[src/sv/heartbeat_timeout_alarm_select_unit_assert.svh]
// ----------------------------------------------------------------------------
// heartbeat timeout alarm select - assertion macros
// shared property wrappers, clocked on clk and held off during reset
// ----------------------------------------------------------------------------
`ifndef HEARTBEAT_TIMEOUT_ALARM_SELECT_UNIT_ASSERT_SVH
`define HEARTBEAT_TIMEOUT_ALARM_SELECT_UNIT_ASSERT_SVH

// same-cycle implication
`define HTAS_ASSERT_NOW(name, ante, cons, msg) \
	name: assert property (@(posedge clk) disable iff (!arst_n) (ante) |-> (cons)) \
		else $error(msg);

// next-cycle implication
`define HTAS_ASSERT_NEXT(name, ante, cons, msg) \
	name: assert property (@(posedge clk) disable iff (!arst_n) (ante) |=> (cons)) \
		else $error(msg);

`endif

[src/sv/htas_pkg.sv]
// ----------------------------------------------------------------------------
// htas_pkg
// request codes, indicator codes and table entry type of the alarm selector
// ----------------------------------------------------------------------------
`default_nettype none

package htas_pkg;

	localparam int unsigned DEVICE_SLOTS_DEF = 16;

	localparam int unsigned IN_DATA_W  = 72;
	localparam int unsigned IN_USER_W  = 2;
	localparam int unsigned OUT_DATA_W = 32;
	localparam int unsigned MASK_W     = 16;
	localparam int unsigned PICK_W     = 5;

	localparam logic [PICK_W-1:0] NO_SLOT = 5'd16;

	localparam logic [1:0] REQ_SCAN  = 2'd0;
	localparam logic [1:0] REQ_BEAT  = 2'd1;
	localparam logic [1:0] REQ_SETUP = 2'd2;

	localparam logic [1:0] IND_BEEP  = 2'd0;
	localparam logic [1:0] IND_RED   = 2'd1;
	localparam logic [1:0] IND_GREEN = 2'd2;

	typedef struct packed {
		logic        enable;
		logic [7:0]  beep;
		logic [7:0]  level;
		logic [15:0] timeout;
	} cfg_entry_t;

endpackage

`default_nettype wire

[src/sv/heartbeat_timeout_alarm_select_unit.sv]
// ----------------------------------------------------------------------------
// heartbeat_timeout_alarm_select_unit
// device table with heartbeat stamps, timeout scan and alarm selection
// ----------------------------------------------------------------------------
//  channel | dir | fields (lowest bit first)
//  s_*     | in  | tuser: req_type ; tdata: now_time, device_slot, new_timeout,
//          |     |   new_level, new_beep_count, new_enable
//  m_*     | out | tdata: offline_mask, alarm_slot, alarm_beep_count, indicator
//
// heartbeat and set-up transfers each do one memory write
// a scan reads one entry per cycle through the read port of the time and config
// memories, evaluates the registered read data and then loads the result register
// the result register frees the input side; a scan ending while the previous
// result is not yet taken waits in its last state for m_tready
// reset clears the entry valid bits, so every entry reads as zero until written
// ----------------------------------------------------------------------------
`default_nettype none

module heartbeat_timeout_alarm_select_unit
	import htas_pkg::*;
#(
	parameter int unsigned DEVICE_SLOTS = DEVICE_SLOTS_DEF
) (
	input  wire logic                  clk,
	input  wire logic                  arst_n,
	input  wire logic                  s_tvalid,
	output logic                       s_tready,
	// now_time, device_slot, new_timeout, new_level, new_beep_count, new_enable, pad
	input  wire logic [IN_DATA_W-1:0]  s_tdata,
	// req_type
	input  wire logic [IN_USER_W-1:0]  s_tuser,
	output logic                       m_tvalid,
	input  wire logic                  m_tready,
	// offline_mask, alarm_slot, alarm_beep_count, indicator, pad
	output logic [OUT_DATA_W-1:0]      m_tdata
);

	localparam int unsigned AW = (DEVICE_SLOTS > 1) ? $clog2(DEVICE_SLOTS) : 1;
	localparam int unsigned CW = $clog2(DEVICE_SLOTS + 1);
	localparam logic [AW-1:0] LAST_IDX = AW'(DEVICE_SLOTS - 1);

	typedef enum logic [1:0] {
		ST_IDLE,
		ST_SCAN,
		ST_FIN
	} state_t;

	state_t state_q;

	// input fields
	logic [1:0]  in_req;
	logic [31:0] in_now;
	logic [3:0]  in_slot;
	cfg_entry_t  in_cfg;
	logic        in_xfer;
	logic        slot_ok;
	logic        beat_wr;
	logic        cfg_wr;
	logic [AW-1:0] wr_addr;

	assign in_req         = s_tuser[1:0];
	assign in_now         = s_tdata[31:0];
	assign in_slot        = s_tdata[35:32];
	assign in_cfg.timeout = s_tdata[51:36];
	assign in_cfg.level   = s_tdata[59:52];
	assign in_cfg.beep    = s_tdata[67:60];
	assign in_cfg.enable  = s_tdata[68];

	assign s_tready = (state_q == ST_IDLE);
	assign in_xfer  = s_tvalid && s_tready;
	assign slot_ok  = (32'(in_slot) < DEVICE_SLOTS);
	assign beat_wr  = in_xfer && (in_req == REQ_BEAT) && slot_ok;
	assign cfg_wr   = in_xfer && (in_req == REQ_SETUP) && slot_ok;
	assign wr_addr  = AW'(in_slot);

	// memories and valid bits
	logic [31:0]      time_mem [DEVICE_SLOTS];
	cfg_entry_t       cfg_mem  [DEVICE_SLOTS];
	logic [DEVICE_SLOTS-1:0] time_vld_q;
	logic [DEVICE_SLOTS-1:0] cfg_vld_q;

	logic [CW-1:0] cnt_q;
	logic [AW-1:0] rd_addr;
	logic          rd_en;

	assign rd_addr = cnt_q[AW-1:0];
	assign rd_en   = (state_q == ST_SCAN) && (cnt_q < CW'(DEVICE_SLOTS));

	logic [31:0]   time_s1;
	cfg_entry_t    cfg_s1;
	logic          tv_s1;
	logic          cv_s1;
	logic          vld_s1;
	logic [AW-1:0] idx_s1;

	always_ff @(posedge clk) begin
		if (beat_wr) begin
			time_mem[wr_addr] <= in_now;
		end
		if (cfg_wr) begin
			cfg_mem[wr_addr] <= in_cfg;
		end
		time_s1 <= time_mem[rd_addr];
		cfg_s1  <= cfg_mem[rd_addr];
		tv_s1   <= time_vld_q[rd_addr];
		cv_s1   <= cfg_vld_q[rd_addr];
		idx_s1  <= rd_addr;
	end

	always_ff @(posedge clk or negedge arst_n) begin
		if (!arst_n) begin
			time_vld_q <= '0;
			cfg_vld_q  <= '0;
			vld_s1     <= 1'b0;
		end else begin
			if (beat_wr) begin
				time_vld_q[wr_addr] <= 1'b1;
			end
			if (cfg_wr) begin
				cfg_vld_q[wr_addr] <= 1'b1;
			end
			vld_s1 <= rd_en;
		end
	end

	// scan accumulators
	logic [31:0]       now_q;
	logic [7:0]        best_q;
	logic [PICK_W-1:0] pick_q;
	logic              any_off_q;
	logic              all_zero_q;
	logic [MASK_W-1:0] mask_q;
	logic [7:0]        work_held_q;
	logic [7:0]        held_q;

	// entry evaluation on the read data
	logic [31:0]       elapsed;
	logic              off;
	logic [7:0]        n_best;
	logic [PICK_W-1:0] n_pick;
	logic              n_any_off;
	logic              n_all_zero;
	logic [MASK_W-1:0] n_mask;
	logic [7:0]        n_held;

	always_comb begin
		elapsed    = now_q - (tv_s1 ? time_s1 : 32'd0);
		off        = vld_s1 && cv_s1 && cfg_s1.enable && (elapsed > 32'(cfg_s1.timeout));
		n_best     = best_q;
		n_pick     = pick_q;
		n_any_off  = any_off_q;
		n_all_zero = all_zero_q;
		n_mask     = mask_q;
		n_held     = work_held_q;
		if (off) begin
			n_any_off = 1'b1;
			n_mask    = mask_q | (MASK_W'(1) << idx_s1);
			if (cfg_s1.level > best_q) begin
				n_best     = cfg_s1.level;
				n_pick     = PICK_W'(idx_s1);
				n_held     = cfg_s1.beep;
				n_all_zero = (cfg_s1.beep == 8'd0);
			end else if (cfg_s1.level == best_q && cfg_s1.beep != 8'd0) begin
				n_all_zero = 1'b0;
				if (work_held_q == 8'd0 || cfg_s1.beep < work_held_q) begin
					n_pick = PICK_W'(idx_s1);
					n_held = cfg_s1.beep;
				end
			end
		end
	end

	// outcome of a finished scan
	logic [1:0] fin_ind;
	logic [7:0] fin_held;
	logic       out_free;

	always_comb begin
		fin_held = work_held_q;
		if (pick_q != NO_SLOT && any_off_q && !all_zero_q) begin
			fin_ind = IND_BEEP;
		end else if (any_off_q && all_zero_q) begin
			fin_ind = IND_RED;
		end else begin
			fin_ind  = IND_GREEN;
			fin_held = 8'd0;
		end
	end

	assign out_free = !m_tvalid || m_tready;

	always_ff @(posedge clk or negedge arst_n) begin
		if (!arst_n) begin
			state_q     <= ST_IDLE;
			cnt_q       <= '0;
			held_q      <= 8'd0;
			m_tvalid    <= 1'b0;
			m_tdata     <= '0;
			now_q       <= '0;
			best_q      <= '0;
			pick_q      <= NO_SLOT;
			any_off_q   <= 1'b0;
			all_zero_q  <= 1'b1;
			mask_q      <= '0;
			work_held_q <= '0;
		end else begin
			// the finishing state sets the valid itself when it loads a new result
			if (m_tvalid && m_tready && state_q != ST_FIN) begin
				m_tvalid <= 1'b0;
			end
			case (state_q)
				ST_IDLE: begin
					if (in_xfer && in_req == REQ_SCAN) begin
						now_q       <= in_now;
						best_q      <= 8'd0;
						pick_q      <= NO_SLOT;
						any_off_q   <= 1'b0;
						all_zero_q  <= 1'b1;
						mask_q      <= '0;
						work_held_q <= held_q;
						cnt_q       <= '0;
						state_q     <= ST_SCAN;
					end
				end
				ST_SCAN: begin
					if (rd_en) begin
						cnt_q <= cnt_q + CW'(1);
					end
					best_q      <= n_best;
					pick_q      <= n_pick;
					any_off_q   <= n_any_off;
					all_zero_q  <= n_all_zero;
					mask_q      <= n_mask;
					work_held_q <= n_held;
					if (vld_s1 && idx_s1 == LAST_IDX) begin
						state_q <= ST_FIN;
					end
				end
				ST_FIN: begin
					if (out_free) begin
						held_q   <= fin_held;
						m_tvalid <= 1'b1;
						m_tdata  <= {1'b0, fin_ind, fin_held, pick_q, mask_q};
						state_q  <= ST_IDLE;
					end
				end
				default: begin
					state_q <= ST_IDLE;
				end
			endcase
		end
	end

`include "heartbeat_timeout_alarm_select_unit_assert.svh"

	`HTAS_ASSERT_NOW(a_result_from_fin, $rose(m_tvalid), $past(state_q == ST_FIN),
		"result raised outside the finishing state")
	`HTAS_ASSERT_NEXT(a_scan_starts_at_zero, in_xfer && in_req == REQ_SCAN,
		state_q == ST_SCAN && cnt_q == '0, "scan did not start at entry zero")
	`HTAS_ASSERT_NOW(a_pick_needs_offline, state_q == ST_FIN && pick_q != NO_SLOT, any_off_q,
		"alarm entry selected with no entry offline")

endmodule

`default_nettype wire

[config.mk]
export PLATFORM = sky130hd
export DESIGN_NAME = heartbeat_timeout_alarm_select_unit
export DESIGN_NICKNAME = d
export VERILOG_FILES = /design/src/sv/htas_pkg.sv /design/src/sv/heartbeat_timeout_alarm_select_unit.sv
export VERILOG_INCLUDE_DIRS = /design/src /design/src/sv
export SDC_FILE = /design/constraint.sdc
export NUM_CORES = 1
export LEC_CHECK = 0
export ABC_AREA = 1
export BUFFER_PORTS_ARGS = -buffer_cell sky130_fd_sc_hd__buf_4
export CELL_PAD_IN_SITES_DETAIL_PLACEMENT = 1
export CELL_PAD_IN_SITES_GLOBAL_PLACEMENT = 1
export CORE_MARGIN = 1.5
export CORE_UTILIZATION = 50
export CTS_CLUSTER_SIZE = 28
export DETAILED_ROUTE_END_ITERATION = 6
export GPL_ROUTABILITY_DRIVEN = 0
export GPL_TIMING_DRIVEN = 0
export PLACE_DENSITY_LB_ADDON = 0.1
export SYNTH_ARGS = -nofsm -noshare
export SYNTH_HDL_FRONTEND = slang
export SYNTH_SLANG_ARGS = --single-unit
[constraint.sdc]
create_clock -name clk -period 4.1 [get_ports clk]
set_clock_uncertainty 0.15 [all_clocks]
set_input_delay 0.615 -clock clk [delete_from_list [all_inputs] [get_ports clk]]
set_output_delay 0.615 -clock clk [all_outputs]
set_load 0.01 [all_outputs]
==> results_dict.tcl <==
set metrics [dict create \
    vias_per_cell 6.062 \
    cp.required_ps 4580 \
    hold_path_class "in -> reg" \
    numCtsBuffers 134 \
    synthMuxAreaShare 0 \
    layout_min_cycle_time_ps 4014 \
    dieHeight_um 321.4 \
    synth_fa_ha_area_frac 0.01644 \
    yosys_warnings 0 \
    endpoint_kind "register" \
    dr.pass1.iters 6 \
    max_stage_delay_ps 430 \
    synthDistinctLibCells 41 \
    syn_area_sq_mm 0.05069 \
    reg2regPathDepth 28 \
    drive_above_1_share 0.1139 \
    antenna_found_initial 10 \
    synth_top_family_by_area "simple AND/OR/NAND/NOR gates" \
    die_w_um 321.4 \
    syn2layout_area_growth_pct 17.21 \
    cp_top_family "simple AND/OR/NAND/NOR gates" \
    arrival_ps 4490 \
    initial_core_util 0.5054 \
    drc 0 \
    path_buf_inv 3 \
    drt-total-wl_um 174200 \
    min_period_over_period 0.9790 \
    cts_max_path_buffers 3 \
    crit_cells 28 \
    hold_viol 0 \
    final_cell_mix "1040 x edfxtp_1, 632 x nand2_1, 585 x o21ai_0, 583 x nor2_1, 248 x clkbuf_1" \
    post_drt_wl_per_cell_um 28.60 \
    p_leak_nw 21.48 \
    dp_hpwl_um 118900 \
    ios 112 \
    critPathLaunchType "register" \
    overflow 0 \
    num_vias 36923 \
    htree_levels 4 \
    cts.sinks 1254 \
    setup_viol 0 \
    highest_layer "met5" \
    finalNonFillerCells 6091 \
    crit_start "tv_s1" \
    crit_end "work_held_q[1]" \
    die-area_sq_mm 0.1033 \
    rrSetupSlack_ps 90 \
    synth-simple-area-share 0.1201 \
    root_buffer "clkbuf_16" \
    core_region_area_sq_mm 0.1003 \
    violations "max-capacitance violations, max-slew violations" \
    ys_seq_area_frac 0.7148 \
    crit_type "reg -> reg" \
    worst_slew_pin_slew_ps 1502 \
    syn_avg_cell_area_sq_um 11.74 \
    timing.rr.end "work_held_q[1]" \
    first_global_vias 37759 \
    synth-xor-area-share 0.002592 \
    crit_path_frequent_cell "nand2_2" \
    slew_headroom -0.001386 \
    crit_fanout 7 \
    slew_viol_final 10 \
    synth_seq_cells 1254 \
    track_usage 0.3376 \
    placed_cells 5814 \
    reg2reg_from "tv_s1" \
    cts_tree "yes" \
    placed_area_sq_mm 0.05416 \
    hold_ws_ps 33.52 \
    wl_met3_um 16310 \
    m1WireLength_um 68660 \
    power.total_w 0.04716 \
    fin_area_sq_mm 0.05941 \
    drt-initial-drc-count 4084 \
    synthesis.instances 4316 \
    status "finished, violations left" \
    holdPathStages 1 \
    num_rows 116 \
    antenna_left 0 \
    maxCapViolations 1 \
    syn-num-nets 4460 \
    critPathSlowestCell "dfxtp_4" \
    ir_drop_mv 0.4285 \
    worstSkewPairLatency_ps 760 \
    grt_max_degree 85 \
    p_per_area_mw_per_mm2 793.7 \
    fmax_ghz 0.2491 \
    routed-wl-met2_um 81020 \
    final_common_cell "edfxtp_1" \
    clk_pin_slew_worst_paths_ps 60 \
    synth_compound_area_frac 0.1101 \
    grt_pass1_wl_um 251400 \
    portBuffers 107 \
    nets 4766 \
]
[per-stage QoR]
step	setup TNS [ps]	util	setup WS (ps)
5_1_grt	-1015	0.5924	-77.16
2_1_floorplan	0	-	474.3
6_report	0	0.5924	86.06
4_1_cts	0	0.5877	7.649
3_3_place_gp	-967450	0.5304	-1311
3_5_place_dp	-35940	0.5400	-1070
[registers in the layout (all words and copies together) (netlist names), 2 cells and up]
register,count
cnt_q,5
idx_s1,4
m_tdata,24
mask_q,16
now_q,32
cfg_mem,528
pick_q,5
time_s1,32
cfg_vld_q,16
time_mem,512
best_q,8
time_vld_q,16
work_held_q,8
state_q,2
cfg_s1,33
held_q,7
[what timing repair did]
action / in CTS / in global routing
gates resized for setup: 69 / 83
hold buffers: 6 / 0
buffers inserted: 6 / 16
pin swaps: 6 / 29
hold endpoints to repair: 100 / 0
gates cloned: 0 / 2
setup endpoints to repair: 60 / 55
[report_power, final]
part / internal [W] / switching (W) / leakage, nW
Combinational: 0.00577 / 0.0139 / 7.63
Clock: 0.00699 / 0.00506 / 2.14
Sequential: 0.0146 / 0.000821 / 11.7
[cell families (layout without fill, tap and decap cells)]
group | after synthesis | after routing
buf+inv | 480 | 896
other cells | 1 | 3
flops | 1254 | 1254
compound gates | 976 | 976
fa+ha+maj | 66 | 66
xor+xnor | 15 | 15
simple gates | 1524 | 1524
[layer usage]
metal,GRT usage,up-vias
met5,0,-
met4,0.1474,4
met3,0.06687,431
met2,0.5355,1869
met1,0.4536,18633
li1,-,15986
[how the worst min path moves through the flow]
stage / start / to / slack [ps]
6_report: s_tdata[62] / cfg_mem[12][26] / 30
2_1_floorplan: arst_n / any_off_q / 170
5_1_grt: s_tdata[53] / cfg_mem[11][17] / 40
3_3_place_gp: cnt_q[0] / idx_s1[0] / 290
3_5_place_dp: cnt_q[1] / idx_s1[1] / 290
4_1_cts: s_tdata[62] / cfg_mem[12][26] / 1
[synth_stat cells]
cell	instances	area [sq um]
dfrtp_1	141	3528
nand4_1	11	68.82
o221ai_1	98	858.3
nor4_1	5	31.28
nand3_1	170	850.8
fa_1	1	20.02
o211ai_1	34	255.2
a21oi_1	70	350.3
xor2_1	14	122.6
clkbuf_1	223	837.1
a31oi_1	1	6.260
inv_1	228	855.8
edfxtp_1	1040	31230
xnor2_1	1	8.760
nand2_1	672	2522
dfstp_2	2	52.55
nor2_1	624	2342
or2_2	16	100.1
nand3_2	2	20.02
and2_1	3	18.77
a22oi_1	3	22.52
o21ai_0	585	2928
buf_6	1	11.26
nand2_2	3	18.77
a311o_1	1	10.01
dfxtp_1	71	1421
o22ai_1	169	1057
a21o_1	1	7.510
clkinv_1	4	15.01
a21boi_0	6	45.04
buf_4	1	7.510
ha_1	65	813.3
buf_1	15	56.30
o21bai_1	1	7.510
buf_2	3	15.01
nor2_2	5	31.28
nand2_4	3	33.78
nor3_1	10	50.05
o21ai_1	7	35.03
conb_1	1	3.750
inv_2	5	18.77
[area by class of cell]
| class | instances | area (sq um) |
|---|---|---|
| inverter | 237 | 889.6 |
| multi-input combinational | 2582 | 13460 |
| timing repair buffer | 171 | 1789 |
| fill | 10132 | 40880 |
| antenna | 2 | 5.005 |
| tap | 1357 | 1698 |
| sequential | 1254 | 36240 |
| buffer | 242 | 987.2 |
| clock buffer | 197 | 3892 |
| clock inverter | 49 | 455.4 |
Note: power is estimated with default switching activity, not from simulation.
